--- src/rtl/med_pkg.sv ---
// ----------------------------------------------------------------------------
// med_pkg: shared constants and types for the median echo distance filter
// Group size, field widths and the reciprocal used for the divide by 58.
// ----------------------------------------------------------------------------
package med_pkg;

  // Samples per group; any value from three through nine
  localparam int unsigned SamplesPerResult = 5;
  localparam int unsigned CntW = $clog2(SamplesPerResult);
  localparam int unsigned IdxW = (SamplesPerResult - 1 > 1) ? $clog2(SamplesPerResult - 1) : 1;
  localparam int unsigned MedianIdx = SamplesPerResult / 2;

  localparam int unsigned EchoW = 16;
  localparam int unsigned DistW = 10;

  localparam logic [DistW-1:0] MaxDistReset = DistW'(400);
  localparam logic [DistW-1:0] MinDistance = DistW'(2);

  // floor(m / 58) == (m * 36158) >> 21 for every 16-bit m
  localparam int unsigned RecipShift = 21;
  localparam int unsigned ProdW = 32;
  localparam logic [EchoW-1:0] Recip58 = EchoW'(36158);
  localparam int unsigned QuotW = ProdW - RecipShift;

  typedef logic [EchoW-1:0] echo_t;
  typedef echo_t [SamplesPerResult-1:0] group_t;

endpackage

--- src/rtl/median_echo_distance.sv ---
// ----------------------------------------------------------------------------
// median_echo_distance: median-of-five ultrasonic distance filter
// Groups echo widths, takes their median and reports centimeters.
// ----------------------------------------------------------------------------
// Usage:
//   Input channel (in_valid_i / in_stall_o / echo_time_i): one beat per echo
//   width in microseconds, zero on timeout. A beat is taken in any cycle in
//   which the group register is free or drains, so one beat per cycle.
//   Every fifth beat closes a group and yields one result beat on the output
//   channel (out_valid_o / out_stall_i / distance_cm_o / no_echo_o); the
//   other beats yield nothing.
//   Path: the closing beat completes the group in the group register; its
//   result then passes through the median network, divide and clamp into
//   the output register.
//   Config channel (cfg_valid_i / cfg_ready_o / cfg_max_distance_i): always
//   ready; write the limit only while the block is idle.
//   Reset: group count cleared, no result pending, limit back to 400 cm.
//   Stall: the output register holds its beat; one closed group waits in the
//   group register, and only once that is full does in_stall_o rise.
// ----------------------------------------------------------------------------
module median_echo_distance (
  input  logic                      clk_i,
  input  logic                      rst_ni,
  // config channel
  input  logic                      cfg_valid_i,
  output logic                      cfg_ready_o,
  input  logic [med_pkg::DistW-1:0] cfg_max_distance_i,
  // input channel
  input  logic                      in_valid_i,
  output logic                      in_stall_o,
  input  logic [med_pkg::EchoW-1:0] echo_time_i,
  // output channel
  output logic                      out_valid_o,
  input  logic                      out_stall_i,
  output logic [med_pkg::DistW-1:0] distance_cm_o,
  output logic                      no_echo_o
);

  logic [med_pkg::DistW-1:0] max_dist_q;
  logic                      out_valid_q, out_valid_d;
  logic [med_pkg::DistW-1:0] dist_q;
  logic                      no_echo_q;

  logic                      out_load;
  logic                      grp_free;
  logic                      accept;
  logic                      grp_valid;
  med_pkg::group_t           group;
  med_pkg::echo_t            median;
  logic [med_pkg::DistW-1:0] dist_c;
  logic                      no_echo_c;

  // Config register: single write port, never busy
  assign cfg_ready_o = 1'b1;

  always_ff @(posedge clk_i or negedge rst_ni) begin
    if (!rst_ni) begin
      max_dist_q <= med_pkg::MaxDistReset;
    end else if (cfg_valid_i) begin
      max_dist_q <= cfg_max_distance_i;
    end
  end

  // Load the output register when it is empty or its beat leaves this cycle
  assign out_load   = !out_valid_q || !out_stall_i;
  // The group register frees up when empty or when it drains into the output
  assign grp_free   = !grp_valid || out_load;
  assign in_stall_o = !grp_free;
  assign accept     = in_valid_i && grp_free;

  med_collect u_collect (
    .clk_i       (clk_i),
    .rst_ni      (rst_ni),
    .accept_i    (accept),
    .echo_time_i (echo_time_i),
    .drain_i     (out_load),
    .grp_valid_o (grp_valid),
    .group_o     (group)
  );

  med_median u_median (
    .group_i  (group),
    .median_o (median)
  );

  med_scale u_scale (
    .median_i       (median),
    .max_distance_i (max_dist_q),
    .distance_cm_o  (dist_c),
    .no_echo_o      (no_echo_c)
  );

  // Output register: advance on load, hold while stalled
  always_comb begin
    out_valid_d = out_valid_q;
    if (out_load) begin
      out_valid_d = grp_valid;
    end
  end

  always_ff @(posedge clk_i or negedge rst_ni) begin
    if (!rst_ni) begin
      out_valid_q <= 1'b0;
    end else begin
      out_valid_q <= out_valid_d;
    end
  end

  always_ff @(posedge clk_i) begin
    if (out_load && grp_valid) begin
      dist_q    <= dist_c;
      no_echo_q <= no_echo_c;
    end
  end

  assign out_valid_o   = out_valid_q;
  assign distance_cm_o = dist_q;
  assign no_echo_o     = no_echo_q;

endmodule

--- src/rtl/med_collect.sv ---
// ----------------------------------------------------------------------------
// med_collect: sample store and group register
// Holds the first samples of a group and captures the full group on the last.
// ----------------------------------------------------------------------------
module med_collect (
  input  logic            clk_i,
  input  logic            rst_ni,
  input  logic            accept_i,
  input  med_pkg::echo_t  echo_time_i,
  input  logic            drain_i,
  output logic            grp_valid_o,
  output med_pkg::group_t group_o
);

  logic [med_pkg::CntW-1:0] cnt_q, cnt_d;
  logic                     grp_valid_q, grp_valid_d;
  med_pkg::echo_t           store_q [med_pkg::SamplesPerResult-1];
  med_pkg::group_t          group_q;
  logic                     last;

  assign last = (cnt_q == med_pkg::CntW'(med_pkg::SamplesPerResult - 1));

  always_comb begin
    cnt_d       = cnt_q;
    grp_valid_d = grp_valid_q;
    if (drain_i) begin
      grp_valid_d = 1'b0;
    end
    if (accept_i) begin
      if (last) begin
        cnt_d       = '0;
        grp_valid_d = 1'b1;
      end else begin
        cnt_d = cnt_q + 1'b1;
      end
    end
  end

  always_ff @(posedge clk_i or negedge rst_ni) begin
    if (!rst_ni) begin
      cnt_q       <= '0;
      grp_valid_q <= 1'b0;
    end else begin
      cnt_q       <= cnt_d;
      grp_valid_q <= grp_valid_d;
    end
  end

  // payload: store entries and group register carry no reset
  always_ff @(posedge clk_i) begin
    if (accept_i) begin
      if (last) begin
        for (int i = 0; i < med_pkg::SamplesPerResult - 1; i++) begin
          group_q[i] <= store_q[i];
        end
        group_q[med_pkg::SamplesPerResult-1] <= echo_time_i;
      end else begin
        store_q[cnt_q[med_pkg::IdxW-1:0]] <= echo_time_i;
      end
    end
  end

  assign grp_valid_o = grp_valid_q;
  assign group_o     = group_q;

endmodule

--- src/rtl/med_median.sv ---
// ----------------------------------------------------------------------------
// med_median: median of one group
// Odd-even transposition sorting network; picks the upper middle element.
// ----------------------------------------------------------------------------
module med_median (
  input  med_pkg::group_t group_i,
  output med_pkg::echo_t  median_o
);

  med_pkg::group_t sorted;

  always_comb begin
    med_pkg::echo_t tmp;
    tmp    = '0;
    sorted = group_i;
    for (int p = 0; p < med_pkg::SamplesPerResult; p++) begin
      for (int i = p % 2; i + 1 < med_pkg::SamplesPerResult; i += 2) begin
        if (sorted[i] > sorted[i+1]) begin
          tmp         = sorted[i];
          sorted[i]   = sorted[i+1];
          sorted[i+1] = tmp;
        end
      end
    end
  end

  assign median_o = sorted[med_pkg::MedianIdx];

endmodule

--- src/rtl/med_scale.sv ---
// ----------------------------------------------------------------------------
// med_scale: microseconds to centimeters with clamping
// Divide by 58 through a reciprocal product, clamp to two through the limit.
// ----------------------------------------------------------------------------
module med_scale (
  input  med_pkg::echo_t                median_i,
  input  logic [med_pkg::DistW-1:0]     max_distance_i,
  output logic [med_pkg::DistW-1:0]     distance_cm_o,
  output logic                          no_echo_o
);

  logic [med_pkg::DistW-1:0] limit;
  logic [med_pkg::ProdW-1:0] prod;
  logic [med_pkg::QuotW-1:0] quot;

  assign limit = (max_distance_i < med_pkg::MinDistance) ? med_pkg::MinDistance
                                                         : max_distance_i;
  assign prod  = med_pkg::ProdW'(median_i) * med_pkg::ProdW'(med_pkg::Recip58);
  assign quot  = prod[med_pkg::ProdW-1:med_pkg::RecipShift];

  always_comb begin
    no_echo_o     = 1'b0;
    distance_cm_o = limit;
    if (median_i == '0) begin
      no_echo_o = 1'b1;
    end else if (quot < med_pkg::QuotW'(med_pkg::MinDistance)) begin
      distance_cm_o = med_pkg::MinDistance;
    end else if (quot < med_pkg::QuotW'(limit)) begin
      distance_cm_o = quot[med_pkg::DistW-1:0];
    end
  end

endmodule
--- config.mk ---
export PLATFORM = sky130hd
export DESIGN_NAME = median_echo_distance
export DESIGN_NICKNAME = d
export VERILOG_FILES = /design/src/rtl/med_pkg.sv /design/src/rtl/median_echo_distance.sv /design/src/rtl/med_collect.sv /design/src/rtl/med_median.sv /design/src/rtl/med_scale.sv
export SDC_FILE = /design/constraint.sdc
export NUM_CORES = 1
export LEC_CHECK = 0
export ABC_CLOCK_PERIOD_IN_PS = 37800
export BUFFER_PORTS_ARGS = -buffer_cell sky130_fd_sc_hd__buf_2
export CAP_MARGIN = 20
export CORE_MARGIN = 2
export CORE_UTILIZATION = 60
export CTS_CLUSTER_DIAMETER = 50
export DETAILED_ROUTE_END_ITERATION = 7
export PLACE_DENSITY = 0.76
export SKIP_CTS_REPAIR_TIMING = 1
export SYNTH_ARGS = -nofsm -noshare
export SYNTH_HDL_FRONTEND = slang
export SYNTH_SLANG_ARGS = --single-unit
export TNS_END_PERCENT = 10
--- constraint.sdc ---
create_clock -name clk_i -period 37.8 [get_ports clk_i]
set_input_delay 5.67 -clock clk_i [delete_from_list [all_inputs] [get_ports clk_i]]
set_output_delay 5.67 -clock clk_i [all_outputs]
set_load 0.1 [all_outputs]
==> impl_results.md, run 1 <==
* Die Ht at 172 um
* DR pass1 iterations at 6
* XOR/XNOR share of the synthesized area at 1.75%
* N_diodes at 0
* CP Capture Type: flop
* Buffers on Ports at 43
* Mux contribution to synthesized area at 6.07%
* GPL Wtd Cong at 0.966
* Most frequent CP cell: a21o_1
* Remaining DRCs at 0
* Most frequent cells in the layout: inv_1, ha_1, edfxtp_1, a21oi_1, nor2_1
* Synth warn at 0
* Mapped Area at 16900 um2
* CTS tree: yes
* Critical path required time at 37.94 ns
* Worst Tran Pin Value at 1.06 ns
* Synth Area per Inst at 9.73 um2
* Hold crit path type: flop to flop
* Clock sink total at 170
* Antenna violations before repair at 0
* Maximum buffer depth of the clock tree at 2
* Minimum clock period at 24.75 ns
* Sequential area share after synthesis at 29.8%
* # Max-Cap Violations at 0
* Slowest cell on crit path: nor4_1
* Worst-path clk slew at 0.06 ns
* DR iter-0 viols at 1025
* Layout Cells excl Fill at 2162
* Overflow after GRT at 0
* DP Worst Slack at 13.66 ns
* Root Driver: clkbuf_16
* Largest family of logic cells by synthesized area: adder cells
* Total routed wirelength at 41300 um
* Placed insts at 2130
* F_max at 40.4 MHz
* Yosys top cell by area: edfxtp_1
* Synth cell types at 96
* Slowest cell delay on critical path at 0.80 ns
* Worst skew pair latency at 0.44 ns
* Post-DP HPWL at 33700 um
* Setup Skew at 0.0127 ns
* Total I/O pin count at 45
* Top cells by area, synth: edfxtp_1, ha_1, fa_1
* TNS Setup at 0 ns
* Post-route ant nets at 0
* Worst setup SP type: flop
* Largest net degree at the start of global routing at 63
* Core area at 27800 um2
* WL/cell at 19.1 um
* Max transition margin at 28.8%
* EDFF count, synth at 155
* Register bit total from synthesis at 170
* RSZ-0062 raised after global routing: no
* Vias per cell at 6.04
* Final hold vios at 0
* CP arrival at 24.88 ns
* CP Max Fanout at 46
* Setup CP Type: flop to flop
* H-tree Lvls at 4
* Post-Synth Adder-Cell Area at 28.5%
* Post-route worst setup slack at 13.05 ns
* Simple-Gate Fraction of Synth Area at 11.3%
* Die Wd at 172 um
* Fin. max-slew vios at 0
* DIE AREA at 29500 um2
* TritonCTS Buffers at 17
* P&R area growth vs syn at 6.99%
* Async S/R FF share, synth at 8.82%
* Global-route wire length before repair at 66000 um
* Ratio of cells with drive above 1 in the final layout at 8.41%
* Mapped Cells at 1737
* Num rows at 61
* Via count at 13100
* Fin crit share at 65.5%
* Synth Area in Compound Gates at 15.6%
* Final number of setup-violating endpoints at 0
* Post-synth top area share at 27.5%
* All-layer global routing usage at 28.9%
* Vias in the first global route at 12700
* Initial Util at 60.9%
* Post-synthesis net count at 2109
* Top FF cell, synth: edfxtp_1
* Outcome: completed
* Nets at 2143
## worst max-delay path, delay by kind of cell, from the launching register on
kind	cells	cell delay, ns
adder cells (fa/ha/maj)	13	5.03
flip-flops	1	0.43
XOR/XNOR	2	0.37
buffers and inverters	10	2.09
AO/OA/AOI/OAI	44	9.56
multiplexers	5	1.89
AND/OR/NAND/NOR	21	5.02
## logic make-up after synthesis
kind of cell             Yosys count
AO/OA/AOI/OAI                    399
AND/OR/NAND/NOR                  385
adder cells (fa/ha/maj)          342
buffers and inverters            308
flip-flops                       170
multiplexers                      99
XOR/XNOR                          33
other                              1
## synthesized netlist by cell type, types with 6 or more instances
master,count
a211o_1,6
a211oi_1,7
a21o_1,49
a21oi_1,132
a31oi_1,6
and2_1,11
and3_1,8
buf_1,7
buf_2,7
clkbuf_1,22
dfrtp_1,12
edfxtp_1,155
fa_1,72
ha_1,269
inv_1,269
mux2_2,21
mux2i_1,76
nand2_1,94
nand2b_1,10
nand3_1,20
nand4_1,35
nor2_1,128
nor2b_1,11
nor3_1,20
nor4_1,10
o21a_1,14
o21ai_0,76
o21ai_1,10
o2bb2ai_1,7
o31ai_1,8
or3_1,8
xnor2_1,17
xor2_1,15
## flip-flops by register name, indices dropped and copies added (netlist names)
name,cells
distance_cm_o,10
u_collect.store_q,64
u_collect.group_o,80
no_echo_o,1
u_collect.cnt_q,3
max_dist_q,10
out_valid_o,1
u_collect.grp_valid_o,1
## layer usage
layer	GRT usage, %	part of all wire [%]
met5	0	0
met4	10.1	2.9
met3	4.97	6.3
met2	47.5	47
met1	38.9	44
## stage by stage
stage | hold slack [ns] | area, um2 | util (%)
6_report | 0.412 | 18100 | 65.1
3_3_place_gp | 0.401 | 17500 | 63.1
5_1_grt | 0.421 | 18100 | 65.1
3_5_place_dp | 0.405 | 17500 | 63.1
4_1_cts | 0.415 | 18100 | 65.1
2_1_floorplan | 0.400 | 16900 | -
## final timing paths
kind	from	endpoint	slack (ns)	cells after the start
max in group asynchronous	rst_ni	max_dist_q[4]	32.39	1
worst min register to register	u_collect.store_q[2][11]	u_collect.group_o[43]	0.41	0
worst max register to register	u_collect.group_o[15]	distance_cm_o[8]	13.05	95
min in group asynchronous	rst_ni	max_dist_q[1]	5.12	1
worst min-delay path	u_collect.store_q[2][11]	u_collect.group_o[43]	0.41	0
worst max-delay path	u_collect.group_o[15]	distance_cm_o[8]	13.05	95
## layout make-up
class | instances | area, um2
clock buffers | 18 | 429
clock inverters | 14 | 125
repair buffers | 54 | 298
flip-flops and latches | 170 | 5030
fillers | 2269 | 9690
inverters | 269 | 1010
multi-input cells | 1259 | 10700
well taps | 378 | 473
Power of run 1 is left out: the tool's default activity adds up to more than one toggle a clock period on the data nets, which glitch-free logic cannot reach.
==> run 2, diff against run 1 <==
--- a/config.mk
+++ b/config.mk
@@ -5,7 +5,7 @@
 export SDC_FILE = /design/constraint.sdc
 export NUM_CORES = 1
 export LEC_CHECK = 0
-export ABC_CLOCK_PERIOD_IN_PS = 37800
+export ABC_CLOCK_PERIOD_IN_PS = 25400
 export BUFFER_PORTS_ARGS = -buffer_cell sky130_fd_sc_hd__buf_2
 export CAP_MARGIN = 20
 export CORE_MARGIN = 2
==> constraint.sdc (replaced) <==
create_clock -name clk_i -period 25.4 [get_ports clk_i]
set_input_delay 3.81 -clock clk_i [delete_from_list [all_inputs] [get_ports clk_i]]
set_output_delay 3.81 -clock clk_i [all_outputs]
set_load 0.1 [all_outputs]
==> run 2 against run 1 <==
  * Sequential cell count stayed put
  * Clock skew fell by 0.0022 ns
  * Count of clock-buffer cells in the layout is 1 higher
  * Worst setup slack worse by 11 ns
  * Worst hold slack improved by 0.0028 ns
  * Register-to-register slack worse by 11 ns
  * Die area unchanged
  * Fmax grew 3.9%
  * Sequential share of layout area about the same
==> impl_results.md, run 2 (synthesis gave the netlist of run 1 again) <==
* Buffers on Ports at 43
* Finished Core Util at 65.2%
* Maximum buffer depth of the clock tree at 2
* Most frequent CP cell: a21o_1
* DR iter-0 viols at 955
* Slowest cell on crit path: o31ai_2
* RSZ-0062 raised after global routing: no
* Worst skew pair latency at 0.43 ns
* Fin. max-slew vios at 0
* Setup CP Type: flop to flop
* Largest net degree at the start of global routing at 63
* TNS Setup at 0 ns
* Overflow after GRT at 0
* Antenna violations before repair at 0
* Remaining DRCs at 0
* Core area at 27800 um2
* Vias per cell at 6.05
* Clock sink total at 170
* Final number of setup-violating endpoints at 0
* CP arrival at 23.95 ns
* TritonCTS Buffers at 17
* Worst setup SP type: flop
* Post-Route M1 WL at 18400 um
* Total routed wirelength at 41600 um
* Vias in the first global route at 13000
* WL/cell at 19.2 um
* Slowest cell delay on critical path at 0.62 ns
* Die Ht at 172 um
* Met2 WL post-DR at 19100 um
* Final hold vios at 0
* Worst-path clk slew at 0.06 ns
* DIE AREA at 29500 um2
* Global-route wire length before repair at 66400 um
* Via count at 13100
* Initial Util at 60.9%
* Fin crit share at 93.7%
* CP Max Fanout at 25
* H-tree Lvls at 4
* Outcome: completed
* Setup slack, reg-to-reg at 1.59 ns
* CTS tree: yes
* Post-DP HPWL at 33900 um
* Most frequent cells in the layout: inv_1, ha_1, edfxtp_1, a21oi_1, nor2_1
* Critical path required time at 25.54 ns
* Worst Tran Pin Value at 1.05 ns
* Num rows at 61
* DR pass1 iterations at 5
* Die Wd at 172 um
* Post-route ant nets at 0
* Nets at 2146
* Ratio of cells with drive above 1 in the final layout at 8.51%
* Max transition margin at 29.6%
* Max Used Layer: met4
* GPL Wtd Cong at 0.998
* F_max at 42.0 MHz
* Hold crit path type: flop to flop
* All-layer global routing usage at 29.1%
* Total I/O pin count at 45
* Minimum clock period at 23.81 ns
* Root Driver: clkbuf_16
* N_diodes at 0
* Max reg flops at 80
* P&R area growth vs syn at 7.05%
* Met3 WL post-DR at 2360 um
* CP Capture Type: flop
* # Max-Cap Violations at 0
* Setup Skew at 0.0106 ns
==> run 2: through the flow <==
| stage | hold slack (ns) | instance area (um2) | std cells | worst slack (ns) |
|---|---|---|---|---|
| 2_1_floorplan | 0.400 | 16900 | 1737 | 3.13 |
| 3_3_place_gp | 0.401 | 17500 | 2132 | 1.86 |
| 3_5_place_dp | 0.405 | 17500 | 2132 | 1.04 |
| 4_1_cts | 0.418 | 18100 | 2164 | 0.977 |
| 5_1_grt | 0.423 | 18100 | 2165 | 0.0211 |
| 6_report | 0.415 | 18100 | 2165 | 1.59 |
==> run 2: cell type report <==
class | instances | area [um2]
Clock inverter | 13 | 78.8
Clock buffer | 19 | 433
Tap cell | 378 | 473
Timing Repair Buffer | 56 | 313
Multi-Input combinational cell | 1260 | 10800
Sequential cell | 170 | 5030
Fill cell | 2223 | 9680
Inverter | 269 | 1010
==> run 2: final timing paths <==
path / from / cells past startpoint / end
setup / recovery: u_collect.group_o[42] / 92 / distance_cm_o[0]
hold / removal: u_collect.store_q[2][12] / 0 / u_collect.group_o[44]
setup reg to reg: u_collect.group_o[42] / 92 / distance_cm_o[0]
hold reg to reg: u_collect.store_q[2][12] / 0 / u_collect.group_o[44]
max in group asynchronous: rst_ni / 1 / max_dist_q[4]
min in group asynchronous: rst_ni / 1 / max_dist_q[5]
==> run 2: layer usage <==
layer	up-vias	global-route usage, %
li1	6314	-
met1	6274	38.5
met3	96	4.94
met4	0	12.0
met5	-	0
met2	417	47.8
==> run 2: critical path: cells and delay by family (launching register included) <==
family | cells | cell delay, ns
buffers and inverters | 6 | 0.99
AOI/OAI and AO/OA | 49 | 11.32
adders and majority gates | 13 | 4.80
and+or+nand+nor | 18 | 4.17
muxes | 4 | 1.33
xor gates and xnor gates | 2 | 0.40
DFF | 1 | 0.45
Power of run 2 is left out for the same reason.
